--- src/rtl/tld_pkg.sv ---
// ============================================================================
// tld_pkg
// Shared types, codes and constants of the terminal line discipline core.
// ============================================================================
package tld_pkg;

    localparam int LINE_DEPTH_DEF = 32;

    typedef logic [7:0]  t_byte;
    typedef logic [15:0] t_group;
    typedef logic [5:0]  t_mode;

    // Register indexes of the configuration port
    typedef enum logic [2:0] {
        REG_MODE    = 3'd0,
        REG_INTR    = 3'd1,
        REG_QUIT    = 3'd2,
        REG_ERASE   = 3'd3,
        REG_KILL    = 3'd4,
        REG_EOF     = 3'd5,
        REG_SUSPEND = 3'd6,
        REG_FG      = 3'd7
    } t_reg_idx;

    // Mode flag bit positions
    localparam int MODE_ENABLE = 0;
    localparam int MODE_ECHO   = 1;
    localparam int MODE_CANON  = 2;
    localparam int MODE_SIG    = 3;
    localparam int MODE_ONLCR  = 4;
    localparam int MODE_ICRNL  = 5;

    // Reset values of the registers
    localparam t_mode  MODE_RST    = 6'h3F;
    localparam t_byte  INTR_RST    = 8'h03;
    localparam t_byte  QUIT_RST    = 8'h1C;
    localparam t_byte  ERASE_RST   = 8'h7F;
    localparam t_byte  KILL_RST    = 8'h15;
    localparam t_byte  EOF_RST     = 8'h04;
    localparam t_byte  SUSPEND_RST = 8'h1A;
    localparam t_group FG_RST      = 16'h0001;

    // Fixed characters
    localparam t_byte CH_BS       = 8'h08;
    localparam t_byte CH_SP       = 8'h20;
    localparam t_byte CH_CR       = 8'h0D;
    localparam t_byte CH_LF       = 8'h0A;
    localparam t_byte CH_EOF_MARK = 8'hFF;

    // Signal codes carried in the data byte
    localparam t_byte SIG_INTR    = 8'd0;
    localparam t_byte SIG_QUIT    = 8'd1;
    localparam t_byte SIG_SUSPEND = 8'd2;

    typedef enum logic [1:0] {
        DEST_ECHO = 2'd0,
        DEST_READ = 2'd1,
        DEST_SIG  = 2'd2
    } t_dest;

    // Class of the character being handled
    typedef enum logic [3:0] {
        K_OFF,
        K_INTR,
        K_QUIT,
        K_SUSP,
        K_RAW,
        K_ERASE,
        K_KILL,
        K_EOF,
        K_NORMAL
    } t_kind;

    // Source of the byte of an emitted result
    typedef enum logic [2:0] {
        SEL_SIG,
        SEL_CHAR,
        SEL_FF,
        SEL_BS,
        SEL_SP,
        SEL_CR,
        SEL_LF,
        SEL_STORE
    } t_sel;

    typedef struct packed {
        logic  latch;
        logic  push;
        logic  erase;
        logic  kill;
        logic  pop;
        logic  emit;
        t_dest dest;
        t_sel  sel;
        logic  last;
    } t_cmd;

    typedef struct packed {
        t_kind kind;
        logic  echo;
        logic  onlcr;
        logic  is_lf;
        logic  empty;
        logic  full;
        logic  pop_last;
        logic  out_free;
    } t_status;

endpackage

--- src/rtl/tld_if.sv ---
// ============================================================================
// tld_if
// Valid/ready channels of the line discipline: characters in, results out,
// and configuration writes.
// ============================================================================
interface tld_char_if;
    logic           valid;
    logic           ready;
    tld_pkg::t_byte char_in;

    modport source (output valid, output char_in, input ready);
    modport sink   (input valid, input char_in, output ready);
endinterface

interface tld_res_if;
    logic            valid;
    logic            ready;
    logic [1:0]      destination;
    tld_pkg::t_byte  data_byte;
    tld_pkg::t_group target_group;
    logic            last;

    modport source (output valid, output destination, output data_byte,
                    output target_group, output last, input ready);
    modport sink   (input valid, input destination, input data_byte,
                    input target_group, input last, output ready);
endinterface

interface tld_cfg_if;
    logic            valid;
    logic            ready;
    logic [2:0]      index;
    tld_pkg::t_group data;

    modport source (output valid, output index, output data, input ready);
    modport sink   (input valid, input index, input data, output ready);
endinterface

--- src/rtl/tld_datapath.sv ---
// ============================================================================
// tld_datapath
// Configuration registers, character decode, line store with its ring
// pointers, and the result output register.
// ============================================================================
module tld_datapath #(
    parameter int LINE_DEPTH = tld_pkg::LINE_DEPTH_DEF
) (
    input  logic              i_clk,
    input  logic              i_rst_n,
    tld_cfg_if.sink           i_cfg,
    input  tld_pkg::t_byte    i_char,
    tld_res_if.source         o_res,
    input  tld_pkg::t_cmd     i_cmd,
    output tld_pkg::t_status  o_status
);
    import tld_pkg::*;

    localparam int PTR_W = $clog2(LINE_DEPTH);
    localparam logic [PTR_W-1:0] LAST_POS = PTR_W'(LINE_DEPTH - 1);

    function automatic logic [PTR_W-1:0] ptr_inc(input logic [PTR_W-1:0] p);
        return (p == LAST_POS) ? '0 : p + 1'b1;
    endfunction

    function automatic logic [PTR_W-1:0] ptr_dec(input logic [PTR_W-1:0] p);
        return (p == '0) ? LAST_POS : p - 1'b1;
    endfunction

    t_mode  r_mode;
    t_byte  r_intr, r_quit, r_erase, r_kill, r_eof, r_susp;
    t_group r_fg;

    t_byte  r_char;
    t_kind  kind;

    logic [PTR_W-1:0] r_rd_pos, r_wr_pos, n_rd_pos, n_wr_pos;
    t_byte  r_line_store [LINE_DEPTH];
    t_byte  r_rd_data;

    logic   r_out_valid;
    t_dest  r_out_dest;
    t_byte  r_out_byte;
    t_group r_out_group;
    logic   r_out_last;
    t_byte  emit_byte;

    // Configuration writes; the port is held off only during reset
    assign i_cfg.ready = i_rst_n;

    always_ff @(posedge i_clk) begin
        if (!i_rst_n) begin
            r_mode  <= MODE_RST;
            r_intr  <= INTR_RST;
            r_quit  <= QUIT_RST;
            r_erase <= ERASE_RST;
            r_kill  <= KILL_RST;
            r_eof   <= EOF_RST;
            r_susp  <= SUSPEND_RST;
            r_fg    <= FG_RST;
        end else if (i_cfg.valid) begin
            case (t_reg_idx'(i_cfg.index))
                REG_MODE:    r_mode  <= i_cfg.data[5:0];
                REG_INTR:    r_intr  <= i_cfg.data[7:0];
                REG_QUIT:    r_quit  <= i_cfg.data[7:0];
                REG_ERASE:   r_erase <= i_cfg.data[7:0];
                REG_KILL:    r_kill  <= i_cfg.data[7:0];
                REG_EOF:     r_eof   <= i_cfg.data[7:0];
                REG_SUSPEND: r_susp  <= i_cfg.data[7:0];
                REG_FG:      r_fg    <= i_cfg.data;
                default:     r_fg    <= r_fg;
            endcase
        end
    end

    // The character is held with CR already mapped to LF where asked
    always_ff @(posedge i_clk) begin
        if (i_cmd.latch) begin
            r_char <= (r_mode[MODE_ICRNL] && i_char == CH_CR) ? CH_LF : i_char;
        end
    end

    always_comb begin
        if (!r_mode[MODE_ENABLE]) begin
            kind = K_OFF;
        end else if (r_mode[MODE_SIG] && r_char == r_intr) begin
            kind = K_INTR;
        end else if (r_mode[MODE_SIG] && r_char == r_quit) begin
            kind = K_QUIT;
        end else if (r_mode[MODE_SIG] && r_char == r_susp) begin
            kind = K_SUSP;
        end else if (!r_mode[MODE_CANON]) begin
            kind = K_RAW;
        end else if (r_char == r_erase) begin
            kind = K_ERASE;
        end else if (r_char == r_kill) begin
            kind = K_KILL;
        end else if (r_char == r_eof) begin
            kind = K_EOF;
        end else begin
            kind = K_NORMAL;
        end
    end

    always_comb begin
        n_rd_pos = r_rd_pos;
        n_wr_pos = r_wr_pos;
        if (i_cmd.kill) begin
            n_rd_pos = '0;
            n_wr_pos = '0;
        end
        if (i_cmd.push) begin
            n_wr_pos = ptr_inc(r_wr_pos);
        end
        if (i_cmd.erase) begin
            n_wr_pos = ptr_dec(r_wr_pos);
        end
        if (i_cmd.pop) begin
            n_rd_pos = ptr_inc(r_rd_pos);
        end
    end

    always_ff @(posedge i_clk) begin
        if (!i_rst_n) begin
            r_rd_pos <= '0;
            r_wr_pos <= '0;
        end else begin
            r_rd_pos <= n_rd_pos;
            r_wr_pos <= n_wr_pos;
        end
    end

    // The read port follows the next read pointer, so the head of the line
    // is ready in the next cycle; a write to that same entry is forwarded.
    always_ff @(posedge i_clk) begin
        if (i_cmd.push) begin
            r_line_store[r_wr_pos] <= r_char;
        end
        if (i_cmd.push && r_wr_pos == n_rd_pos) begin
            r_rd_data <= r_char;
        end else begin
            r_rd_data <= r_line_store[n_rd_pos];
        end
    end

    always_comb begin
        case (i_cmd.sel)
            SEL_SIG: begin
                case (kind)
                    K_QUIT:  emit_byte = SIG_QUIT;
                    K_SUSP:  emit_byte = SIG_SUSPEND;
                    default: emit_byte = SIG_INTR;
                endcase
            end
            SEL_CHAR:  emit_byte = r_char;
            SEL_FF:    emit_byte = CH_EOF_MARK;
            SEL_BS:    emit_byte = CH_BS;
            SEL_SP:    emit_byte = CH_SP;
            SEL_CR:    emit_byte = CH_CR;
            SEL_LF:    emit_byte = CH_LF;
            SEL_STORE: emit_byte = r_rd_data;
            default:   emit_byte = r_char;
        endcase
    end

    always_ff @(posedge i_clk) begin
        if (!i_rst_n) begin
            r_out_valid <= 1'b0;
        end else if (i_cmd.emit) begin
            r_out_valid <= 1'b1;
        end else if (o_res.ready) begin
            r_out_valid <= 1'b0;
        end
    end

    always_ff @(posedge i_clk) begin
        if (i_cmd.emit) begin
            r_out_dest  <= i_cmd.dest;
            r_out_byte  <= emit_byte;
            r_out_group <= (i_cmd.dest == DEST_SIG) ? r_fg : '0;
            r_out_last  <= i_cmd.last;
        end
    end

    assign o_res.valid        = r_out_valid;
    assign o_res.destination  = r_out_dest;
    assign o_res.data_byte    = r_out_byte;
    assign o_res.target_group = r_out_group;
    assign o_res.last         = r_out_last;

    assign o_status.kind     = kind;
    assign o_status.echo     = r_mode[MODE_ECHO];
    assign o_status.onlcr    = r_mode[MODE_ONLCR];
    assign o_status.is_lf    = (r_char == CH_LF);
    assign o_status.empty    = (r_rd_pos == r_wr_pos);
    assign o_status.full     = (ptr_inc(r_wr_pos) == r_rd_pos);
    assign o_status.pop_last = (ptr_inc(r_rd_pos) == r_wr_pos);
    assign o_status.out_free = !r_out_valid || o_res.ready;

endmodule

--- src/rtl/tld_ctrl.sv ---
// ============================================================================
// tld_ctrl
// Sequencer of the line discipline: takes one character, edits the line
// store and steps through the results that the character causes.
// ============================================================================
module tld_ctrl (
    input  logic              i_clk,
    input  logic              i_rst_n,
    input  logic              i_in_valid,
    output logic              o_in_ready,
    input  tld_pkg::t_status  i_status,
    output tld_pkg::t_cmd     o_cmd
);
    import tld_pkg::*;

    typedef enum logic [3:0] {
        S_IDLE,
        S_DECODE,
        S_SIG,
        S_RAW,
        S_ECHO,
        S_ECHO_CR,
        S_ERASE_BS1,
        S_ERASE_SP,
        S_ERASE_BS2,
        S_KILL_CR,
        S_KILL_LF,
        S_EOF,
        S_FLUSH
    } t_state;

    t_state r_state, n_state;
    logic   fire;

    assign fire = i_status.out_free;

    always_comb begin
        n_state    = r_state;
        o_cmd      = '0;
        o_cmd.dest = DEST_ECHO;
        o_cmd.sel  = SEL_CHAR;
        o_in_ready = 1'b0;
        case (r_state)
            S_IDLE: begin
                // No character is taken while reset is held
                o_in_ready  = i_rst_n;
                o_cmd.latch = i_in_valid && i_rst_n;
                if (i_in_valid) begin
                    n_state = S_DECODE;
                end
            end
            S_DECODE: begin
                case (i_status.kind)
                    K_INTR, K_QUIT, K_SUSP: n_state = S_SIG;
                    K_RAW:                  n_state = S_RAW;
                    K_EOF:                  n_state = S_EOF;
                    K_ERASE: begin
                        // Erasing an empty line does nothing at all
                        o_cmd.erase = !i_status.empty;
                        n_state = (!i_status.empty && i_status.echo) ?
                                  S_ERASE_BS1 : S_IDLE;
                    end
                    K_KILL: begin
                        o_cmd.kill = 1'b1;
                        n_state = i_status.echo ? S_KILL_CR : S_IDLE;
                    end
                    K_NORMAL: begin
                        // A full store drops the character, but echo and flush go on
                        o_cmd.push = !i_status.full;
                        if (i_status.echo) begin
                            n_state = (i_status.onlcr && i_status.is_lf) ?
                                      S_ECHO_CR : S_ECHO;
                        end else begin
                            n_state = i_status.is_lf ? S_FLUSH : S_IDLE;
                        end
                    end
                    default: n_state = S_IDLE;
                endcase
            end
            S_SIG: begin
                o_cmd.emit = fire;
                o_cmd.dest = DEST_SIG;
                o_cmd.sel  = SEL_SIG;
                o_cmd.last = 1'b1;
                if (fire) begin
                    n_state = S_IDLE;
                end
            end
            S_RAW: begin
                o_cmd.emit = fire;
                o_cmd.dest = DEST_READ;
                o_cmd.sel  = SEL_CHAR;
                o_cmd.last = !i_status.echo;
                if (fire) begin
                    n_state = i_status.echo ? S_ECHO : S_IDLE;
                end
            end
            S_ECHO: begin
                // In canonical mode a newline is followed by the line flush
                o_cmd.emit = fire;
                o_cmd.sel  = SEL_CHAR;
                o_cmd.last = !(i_status.kind == K_NORMAL && i_status.is_lf);
                if (fire) begin
                    n_state = o_cmd.last ? S_IDLE : S_FLUSH;
                end
            end
            S_ECHO_CR: begin
                o_cmd.emit = fire;
                o_cmd.sel  = SEL_CR;
                if (fire) begin
                    n_state = S_ECHO;
                end
            end
            S_ERASE_BS1: begin
                o_cmd.emit = fire;
                o_cmd.sel  = SEL_BS;
                if (fire) begin
                    n_state = S_ERASE_SP;
                end
            end
            S_ERASE_SP: begin
                o_cmd.emit = fire;
                o_cmd.sel  = SEL_SP;
                if (fire) begin
                    n_state = S_ERASE_BS2;
                end
            end
            S_ERASE_BS2: begin
                o_cmd.emit = fire;
                o_cmd.sel  = SEL_BS;
                o_cmd.last = 1'b1;
                if (fire) begin
                    n_state = S_IDLE;
                end
            end
            S_KILL_CR: begin
                o_cmd.emit = fire;
                o_cmd.sel  = SEL_CR;
                if (fire) begin
                    n_state = S_KILL_LF;
                end
            end
            S_KILL_LF: begin
                o_cmd.emit = fire;
                o_cmd.sel  = SEL_LF;
                o_cmd.last = 1'b1;
                if (fire) begin
                    n_state = S_IDLE;
                end
            end
            S_EOF: begin
                o_cmd.emit = fire;
                o_cmd.dest = DEST_READ;
                o_cmd.sel  = SEL_FF;
                o_cmd.last = 1'b1;
                if (fire) begin
                    n_state = S_IDLE;
                end
            end
            S_FLUSH: begin
                o_cmd.emit = fire;
                o_cmd.pop  = fire;
                o_cmd.dest = DEST_READ;
                o_cmd.sel  = SEL_STORE;
                o_cmd.last = i_status.pop_last;
                if (fire && i_status.pop_last) begin
                    n_state = S_IDLE;
                end
            end
            default: n_state = S_IDLE;
        endcase
    end

    always_ff @(posedge i_clk) begin
        if (!i_rst_n) begin
            r_state <= S_IDLE;
        end else begin
            r_state <= n_state;
        end
    end

endmodule

--- src/rtl/terminal_line_discipline_core.sv ---
// ============================================================================
// terminal_line_discipline_core
// Receive side of a terminal line discipline with a canonical line editor.
// ============================================================================
// Characters arrive one beat at a time on i_char_ch; every result leaves as
// one beat on o_res_ch, and the last result of a character carries last = 1.
// Some characters (disabled mode, erase on an empty line, edits with echo
// off) cause no result at all. Registers are written on i_cfg_ch, which only
// stalls during reset; write them only while no character is in progress.
// A character is latched in the idle state and decoded in the next cycle;
// its results then follow one beat per cycle while the receiver keeps up, a
// pace set by the single result register and by the line store, whose
// registered read port streams one entry per cycle. When the receiver stalls
// the current result holds and the sequence waits; no new character is taken
// until the last result of the current one has been loaded into the result
// register.
// Reset loads the register defaults and empties the line; the store contents
// themselves are not cleared, as only entries between the pointers are read.
// ============================================================================
module terminal_line_discipline_core #(
    parameter int LINE_DEPTH = tld_pkg::LINE_DEPTH_DEF
) (
    input  logic       i_clk,
    input  logic       i_rst_n,
    tld_char_if.sink   i_char_ch,
    tld_cfg_if.sink    i_cfg_ch,
    tld_res_if.source  o_res_ch
);
    import tld_pkg::*;

    t_cmd    cmd;
    t_status status;
    logic    in_ready;

    assign i_char_ch.ready = in_ready;

    tld_ctrl u_ctrl (
        .i_clk      (i_clk),
        .i_rst_n    (i_rst_n),
        .i_in_valid (i_char_ch.valid),
        .o_in_ready (in_ready),
        .i_status   (status),
        .o_cmd      (cmd)
    );

    tld_datapath #(
        .LINE_DEPTH (LINE_DEPTH)
    ) u_datapath (
        .i_clk    (i_clk),
        .i_rst_n  (i_rst_n),
        .i_cfg    (i_cfg_ch),
        .i_char   (i_char_ch.char_in),
        .o_res    (o_res_ch),
        .i_cmd    (cmd),
        .o_status (status)
    );

endmodule

--- src/flat_wrapper.sv ---
// flat-port wrapper written by rule: the top's interface ports become plain ports
module terminal_line_discipline_core_flat import tld_pkg::*;
#(
    parameter int LINE_DEPTH = tld_pkg::LINE_DEPTH_DEF
)
  (i_clk, i_rst_n, i_char_ch_valid, i_char_ch_char_in, i_char_ch_ready, i_cfg_ch_valid, i_cfg_ch_index, i_cfg_ch_data, i_cfg_ch_ready, o_res_ch_valid, o_res_ch_destination, o_res_ch_data_byte, o_res_ch_target_group, o_res_ch_last, o_res_ch_ready);
  tld_char_if i_char_ch_i ();
  tld_cfg_if i_cfg_ch_i ();
  tld_res_if o_res_ch_i ();
  input  logic i_clk;
  input  logic i_rst_n;
  input wire logic [$bits(i_char_ch_i.valid)-1:0] i_char_ch_valid;
  input wire logic [$bits(i_char_ch_i.char_in)-1:0] i_char_ch_char_in;
  output wire logic [$bits(i_char_ch_i.ready)-1:0] i_char_ch_ready;
  input wire logic [$bits(i_cfg_ch_i.valid)-1:0] i_cfg_ch_valid;
  input wire logic [$bits(i_cfg_ch_i.index)-1:0] i_cfg_ch_index;
  input wire logic [$bits(i_cfg_ch_i.data)-1:0] i_cfg_ch_data;
  output wire logic [$bits(i_cfg_ch_i.ready)-1:0] i_cfg_ch_ready;
  output wire logic [$bits(o_res_ch_i.valid)-1:0] o_res_ch_valid;
  output wire logic [$bits(o_res_ch_i.destination)-1:0] o_res_ch_destination;
  output wire logic [$bits(o_res_ch_i.data_byte)-1:0] o_res_ch_data_byte;
  output wire logic [$bits(o_res_ch_i.target_group)-1:0] o_res_ch_target_group;
  output wire logic [$bits(o_res_ch_i.last)-1:0] o_res_ch_last;
  input wire logic [$bits(o_res_ch_i.ready)-1:0] o_res_ch_ready;
  assign i_char_ch_i.valid = i_char_ch_valid;
  assign i_char_ch_i.char_in = i_char_ch_char_in;
  assign i_char_ch_ready = i_char_ch_i.ready;
  assign i_cfg_ch_i.valid = i_cfg_ch_valid;
  assign i_cfg_ch_i.index = i_cfg_ch_index;
  assign i_cfg_ch_i.data = i_cfg_ch_data;
  assign i_cfg_ch_ready = i_cfg_ch_i.ready;
  assign o_res_ch_valid = o_res_ch_i.valid;
  assign o_res_ch_destination = o_res_ch_i.destination;
  assign o_res_ch_data_byte = o_res_ch_i.data_byte;
  assign o_res_ch_target_group = o_res_ch_i.target_group;
  assign o_res_ch_last = o_res_ch_i.last;
  assign o_res_ch_i.ready = o_res_ch_ready;
  terminal_line_discipline_core #(.LINE_DEPTH(LINE_DEPTH)) u_core (.i_clk(i_clk), .i_rst_n(i_rst_n), .i_char_ch(i_char_ch_i), .i_cfg_ch(i_cfg_ch_i), .o_res_ch(o_res_ch_i));
endmodule
--- config.mk ---
export PLATFORM = sky130hd
export DESIGN_NAME = terminal_line_discipline_core_flat
export DESIGN_NICKNAME = d
export VERILOG_FILES = /design/src/rtl/tld_pkg.sv /design/src/rtl/tld_if.sv /design/src/rtl/tld_datapath.sv /design/src/rtl/tld_ctrl.sv /design/src/rtl/terminal_line_discipline_core.sv /design/src/flat_wrapper.sv
export SDC_FILE = /design/constraint.sdc
export NUM_CORES = 1
export LEC_CHECK = 0
export BUFFER_PORTS_ARGS = -buffer_cell sky130_fd_sc_hd__buf_2
export CAP_MARGIN = 20
export CORE_UTILIZATION = 45
export CTS_CLUSTER_DIAMETER = 50
export DETAILED_ROUTE_END_ITERATION = 6
export MAX_ROUTING_LAYER = met4
export PLACE_DENSITY_LB_ADDON = 0.15
export SLEW_MARGIN = 40
export SYNTH_ARGS = -nofsm -noshare
export SYNTH_HDL_FRONTEND = slang
export SYNTH_SLANG_ARGS = --single-unit
--- constraint.sdc ---
create_clock -name i_clk -period 3.2 [get_ports i_clk]
set_input_delay 0.64 -clock i_clk [delete_from_list [all_inputs] [get_ports i_clk]]
set_output_delay 0.64 -clock i_clk [all_outputs]
set_load 0.005 [all_outputs]
## Word level (Yosys, flattened, before mapping)

Memory sizes are Yosys's and may differ from the RTL's. A register that Yosys moved wholly into a read port is not among the register bits.
Index checks and enable logic that the tools add are counted.

- Word-level logic and storage cells: 165
- Register bits: 120
- Output and inout bits: 30
- Input port bits: 32
- Memories kept: 1
- RAM bits: 256

Memories:

| memory | words | bits a word | rd ports | clocked after Yosys merged registers in | write ports | line | source |
|---|---|---|---|---|---|---|---|
| u_core.u_datapath.r_line_store | 32 | 8 | 1 | 1 | 1 | tld_datapath.sv:38 | `t_byte r_line_store [LINE_DEPTH];` |

- Add/sub/neg operators: 3
- Equal/unequal tests: 57
- Mux-type cells: 51
- Reduce and logical (&&, ||, !) cells: 36

Operators by type and width:

| kind | number |
|---|---|
| $mux W4 | 21 |
| $pmux W8 S8 | 1 |
| $eq A8 B8 Y1 | 6 |
| $mux W5 | 8 |
| $pmux W4 S10 | 1 |
| $eq A4 B3 Y1 const B | 8 |
| $eq A3 B3 Y1 const B | 8 |
| $eq A4 B4 Y1 const B | 6 |
| $pmux W4 S6 | 1 |
| $pmux W3 S7 | 1 |
| $eq A4 B2 Y1 const B | 4 |
| $eq A8 B4 Y1 const B | 2 |
| $ne A2 B2 Y1 const B | 8 |
| $reduce_and A2 Y1 | 8 |
| $eq A5 B5 Y1 | 3 |
| $eq A3 B2 Y1 const B | 4 |
| $mux W1 | 12 |
| $reduce_or A11 Y1 | 1 |
| $add A5 B1 Y5 const B | 2 |
| $eq A5 B5 Y1 const B | 2 |
| $logic_and A1 B1 Y1 | 9 |
| $mux W3 | 3 |
| $reduce_and A9 Y1 | 1 |
| $eq A4 B1 Y1 const B | 2 |
| other kinds (16) | 25 |

## Logic depth before layout (Yosys ltp)

- Depth in word-level cells: 15
- Mapped depth: 12

## Hierarchy

Synthesis repeated with hierarchy kept, for this count alone.

- Cells, all modules: 1,196
- Area, all modules: 16,483.3 µm²

By module, submodules not included:

| module | area each (µm²) | times used | cells each |
|---|---|---|---|
| tld_datapath | 15,613.7 | 1 | 1,086 |
| tld_ctrl | 869.6 | 1 | 110 |

## Least setup slack after synthesis

OpenSTA, ideal clock, no wires.

- Kind: register to register
- From: reg u_core.u_datapath.r_char[2]
- To: mem u_core.u_datapath.r_line_store[28][0] in the netlist's numbering (enable)
- Stages on the path, launching flop included: 11
- Library setup time: 0.370 ns
- Arrival: 2.770 ns
- Path slack: 0.060 ns
- Data required time: 2.830 ns
- Path buffers: 2
- Path through: edfxtp_1 > buf_4 > xor2_1 > nor4_1 > nand4_1 > nand3b_1 > or3b_4 > nor2_1 > buf_4 > nand2_1 > nor2_1

- Longest elaborated chain between the ends: 14

RTL lines:

| element | line | source |
|---|---|---|
| start: declaration | tld_datapath.sv:34 | `t_byte r_char;` |
| start signal: assignment | tld_datapath.sv:79 | `r_char <= (r_mode[MODE_ICRNL] && i_char == CH_CR) ? CH_LF : i_char;` |
| $eq A8 B8 Y1 | tld_datapath.sv:98 | `end else if (r_char == r_eof) begin` |
| $mux W4 | tld_datapath.sv:98 |  |
| $mux W4 | tld_datapath.sv:96 | `end else if (r_char == r_kill) begin` |
| $mux W4 | tld_datapath.sv:94 | `end else if (r_char == r_erase) begin` |
| $mux W4 | tld_datapath.sv:92 | `end else if (!r_mode[MODE_CANON]) begin` |
| $mux W4 | tld_datapath.sv:90 | `end else if (r_mode[MODE_SIG] && r_char == r_susp) begin` |
| $mux W4 | tld_datapath.sv:88 | `end else if (r_mode[MODE_SIG] && r_char == r_quit) begin` |
| $mux W4 * | tld_datapath.sv:86 | `end else if (r_mode[MODE_SIG] && r_char == r_intr) begin` |
| $mux W4 * | tld_datapath.sv:84 | `if (!r_mode[MODE_ENABLE]) begin` |
| $eq A4 B4 Y1 * | tld_ctrl.sv:53 | `case (i_status.kind)` |
| $mux W1 * | tld_ctrl.sv:53 |  |
| $mux W3 * | tld_ctrl.sv:43 | `case (r_state)` |
| $mux W1 * | tld_datapath.sv:136 | `if (i_cmd.push) begin` |
| $mux W1 (implied by the code) * | tld_datapath.sv:137 | `r_line_store[r_wr_pos] <= r_char;` |
| end: declaration | tld_datapath.sv:38 |  |

Mark *: on every way between the ends. The rest lies on a longest branch, timed or not.

## Worst setup path after layout

- From: reg u_core.u_datapath.r_wr_pos[0]
- To: mem u_core.u_datapath.r_line_store[25][5] in the netlist's numbering (enable)

- Longest elaborated chain between the ends: 8

RTL lines:

| element | line | source |
|---|---|---|
| start: declaration | tld_datapath.sv:37 | `logic [PTR_W-1:0] r_rd_pos, r_wr_pos, n_rd_pos, n_wr_pos;` |
| start signal: assignment | tld_datapath.sv:129 | `r_wr_pos <= n_wr_pos;` |
| $add A5 B1 Y5 / $eq A5 B5 Y1 (equally long branches) | tld_datapath.sv:23 | `return (p == LAST_POS) ? '0 : p + 1'b1;` |
| $mux W5 | tld_datapath.sv:23 |  |
| $eq A5 B5 Y1 | tld_datapath.sv:196 | `assign o_status.full = (ptr_inc(r_wr_pos) == r_rd_pos);` |
| $logic_not A1 Y1 | tld_ctrl.sv:69 | `o_cmd.push = !i_status.full;` |
| $mux W1 | tld_ctrl.sv:53 |  |
| $mux W3 | tld_ctrl.sv:43 |  |
| $mux W1 | tld_datapath.sv:136 |  |
| $mux W1 (implied by the code) | tld_datapath.sv:137 |  |

Several ways; a longest one is shown, not always the timed one.

==> impl_metrics.env <==
export IMPL_outcome="complete, but fails checks"
export IMPL_violations="design-rule violations"
export IMPL_leakagePower_nw=6.50
export IMPL_async_flop_share=0
export IMPL_antenna_found_initial=0
export IMPL_slowest_delay_ns=0.38
export IMPL_final_min_clock_period_ns=3.00
export IMPL_grt_overflow_total=0
export IMPL_netlist_top_cells_area="edfxtp_1, dfxtp_1, mux4_2"
export IMPL_skew_ns=0.0314
export IMPL_mostFrequentLayoutCell="edfxtp_1"
export IMPL_relSlewSlack=0.481
export IMPL_synth_main_ff_cell="edfxtp_1"
export IMPL_cp_max_fo=12
export IMPL_detail_route_vias_per_cell=5.73
export IMPL_antenna_cells=0
export IMPL_die_w_microns=192
export IMPL_gp_congestion=0.901
export IMPL_p_total_mw=11.8
export IMPL_grtUsageTotal=0.242
export IMPL_layout_setup_ws_ns=0.197
export IMPL_finalSetupTns_ns=0
export IMPL_h_tree_depth=2
export IMPL_drive_gt1_frac=0.242
export IMPL_cts_buffers=44
export IMPL_cp_required_ns=3.46
export IMPL_dpl_worst_slack_ns=0.117
export IMPL_initial_core_util=0.457
export IMPL_vias=10200
export IMPL_critPathMostFrequentCell="buf_4"
export IMPL_ant_nets=0
export IMPL_netlist_area_sq_um=16200
export IMPL_insertion_delay_ns=0.56
export IMPL_crit_chain="ha_2 -> and3_1 -> ha_2 -> nand3b_1 -> o21ai_0 -> a221oi_1 -> o31ai_2 -> nor2_1 -> buf_4 -> nand2_1 -> buf_4 -> nor2_1 -> buf_4"
export IMPL_final_cell_mix="edfxtp_1, nand2_1, dfxtp_1"
export IMPL_grt_pass1_wl_microns=62900
export IMPL_synth_edf_count=291
export IMPL_wl_per_cell_microns=23.8
export IMPL_drt_iter0_drc=845
export IMPL_setup_violations=0
export IMPL_postSynthCellCount=1158
export IMPL_yosysUniqueCellTypes=67
export IMPL_core_sq_um=35500
export IMPL_yosys_area_top_type="edfxtp_1"
export IMPL_rsz0062_at_grt="false"
export IMPL_tightest_slew_ns=0.776
export IMPL_end_kind="flop"
export IMPL_nNetsFinal=1319
export IMPL_syn_area_per_cell_sq_um=14.0
export IMPL_cts_sinks=381
export IMPL_num_rows=69
export IMPL_ys_ff_latch=381
export IMPL_arrival_ns=3.26
export IMPL_cts_buffer_depth=3
export IMPL_clkTransAtPathRegs_ns=0.06
export IMPL_powerDensity_nw_per_um2=625
export IMPL_path_class="reg2reg"
export IMPL_yosysSeqAreaShare=0.650
export IMPL_yosysTopAreaCellShare=0.539
export IMPL_area_growth_pct=16.8
export IMPL_ioPinCount=62
export IMPL_synth_nets=1198
export IMPL_finalCritPeriodShare=0.938
export IMPL_die_area_sq_um=36800
export IMPL_cp_start_kind="flop"
export IMPL_first_pass_iters=7
export IMPL_hold_path_class="in2reg"
export IMPL_slew_viol_final=0
export IMPL_grt_pass1_vias=9836
export IMPL_place_hpwl_microns=27900
export IMPL_yosys_warnings=0
export IMPL_dieHeight_microns=192
export IMPL_cts_tree="built"
export IMPL_vdd_drop_max_mv=0.543
export IMPL_fin_util=0.534
export IMPL_dpl_cell_count=1694
export IMPL_maxCapViolations=0
export IMPL_drc=1
export IMPL_final_cells=1775
export IMPL_cts_setup_buffers=0
export IMPL_grt_max_degree=65
export IMPL_port_buffers=61
export IMPL_finalHoldViolCount=0
export IMPL_fmax_mhz=333
export IMPL_worst_path_max_delay_cell="dfxtp_2"
export IMPL_routed_wl_microns=42300
export IMPL_clock_root_buffer="clkbuf_16"
[routing by layer]
metal	vias to the layer above	track usage	share of wire
met5	-	-	0
met4	0	0.0827	0.032
met3	73	0.0331	0.057
met2	388	0.361	0.46
met1	5104	0.339	0.45
li1	4611	-	-
[critical path, delay by kind of cell, from the launching register on]
kind | cells | cell delay, ns
and+or+nand+nor | 5 | 0.71
buffers and inverters | 3 | 0.58
AOI/OAI and AO/OA | 3 | 0.56
adders and majority gates | 2 | 0.45
DFF | 1 | 0.38
[flip-flops by register name, indices dropped and copies added (netlist names), 8 cells and up, named ones only]
signal / count
u_core.u_datapath.o_res.target_group: 16
u_core.u_datapath.o_res.data_byte: 8
u_core.u_datapath.r_char: 8
u_core.u_datapath.r_erase: 8
u_core.u_datapath.r_intr: 8
u_core.u_datapath.r_quit: 8
u_core.u_datapath.r_susp: 8
u_core.u_datapath.r_fg: 16
u_core.u_datapath.r_line_store: 256
u_core.u_datapath.r_eof: 8
u_core.u_datapath.r_kill: 8
[kinds of logic after synthesis]
group                      count (synthesis)  synth area share
AOI/OAI and AO/OA                        143            0.0544
buffers and inverters                     88            0.0252
DFF                                      381             0.650
and+or+nand+nor                          380             0.111
muxes                                     89             0.117
adders and majority gates                 10           0.00740
xor gates and xnor gates                  67            0.0362
[cell type report]
cell class / count / area, sq um
clock buffers: 55 / 1180
clock inverters: 26 / 235
fillers: 2942 / 16500
inverters: 16 / 60.1
multi-input cells: 689 / 5290
flip-flops and latches: 381 / 10500
well taps: 461 / 577
repair buffers: 147 / 1050
[power by group]
group,leakage [nW],total [mW],switching (mW),internal (mW)
combinational,2.44,1.31,0.870,0.444
clock,0.701,4.89,2.01,2.89
sequential,3.36,5.63,0.0672,5.56
total,6.50,11.8,2.94,8.89
[per-stage QoR]
step	hold slack [ns]	cell area, sq um
finish	0.301	18900
global route	0.287	18900
detailed placement	0.446	17500
floorplan	0.432	16200
CTS	0.275	18900
global placement	0.438	17500
[path summary, 6_finish.rpt]
path | start | cells past startpoint | to | slack (ns)
worst max-delay path | u_core.u_datapath.r_wr_pos[0]$_SDFFE_PN0P_ | 13 | u_core.u_datapath.r_line_store[25][5]$_DFFE_PP_ | 0.20
worst min-delay path | i_char_ch_char_in[4] | 1 | u_core.u_datapath.r_char[4]$_SDFFCE_PP0P_ | 0.30
worst max register to register | u_core.u_datapath.r_wr_pos[0]$_SDFFE_PN0P_ | 13 | u_core.u_datapath.r_line_store[25][5]$_DFFE_PP_ | 0.20
worst min register to register | u_core.u_datapath.r_fg[14]$_SDFFE_PN0P_ | 2 | u_core.u_datapath.r_fg[14]$_SDFFE_PN0P_ | 0.45
[synthesized netlist by cell type (3+ instances only)]
master	number
o22ai_1	9
a22o_1	6
a21o_1	3
xor2_1	31
o2bb2ai_1	3
nor3_1	10
or2_2	3
edfxtp_1	291
o211ai_1	4
nand2_1	173
o31ai_1	3
nor4_1	6
nand4_1	11
a21oi_1	66
xnor2_1	36
o21ai_0	19
nor2b_1	6
buf_1	12
ha_1	8
dfxtp_1	90
mux2i_1	9
buf_6	4
nand2b_1	6
clkbuf_1	39
and2_1	8
buf_2	5
and3_1	25
a31oi_1	4
nand3_1	44
or3_1	6
mux4_2	80
nand3b_1	4
a22oi_1	4
nor2_1	61
buf_4	11
inv_1	15
[repair_timing]
action / 4_1_cts / 5_1_grt
hold buffers: 0 / 0
endpoints found under the setup margin: 0 / 248
resized for setup: 0 / 5
No activity file was read; power rests on OpenSTA's default activity.
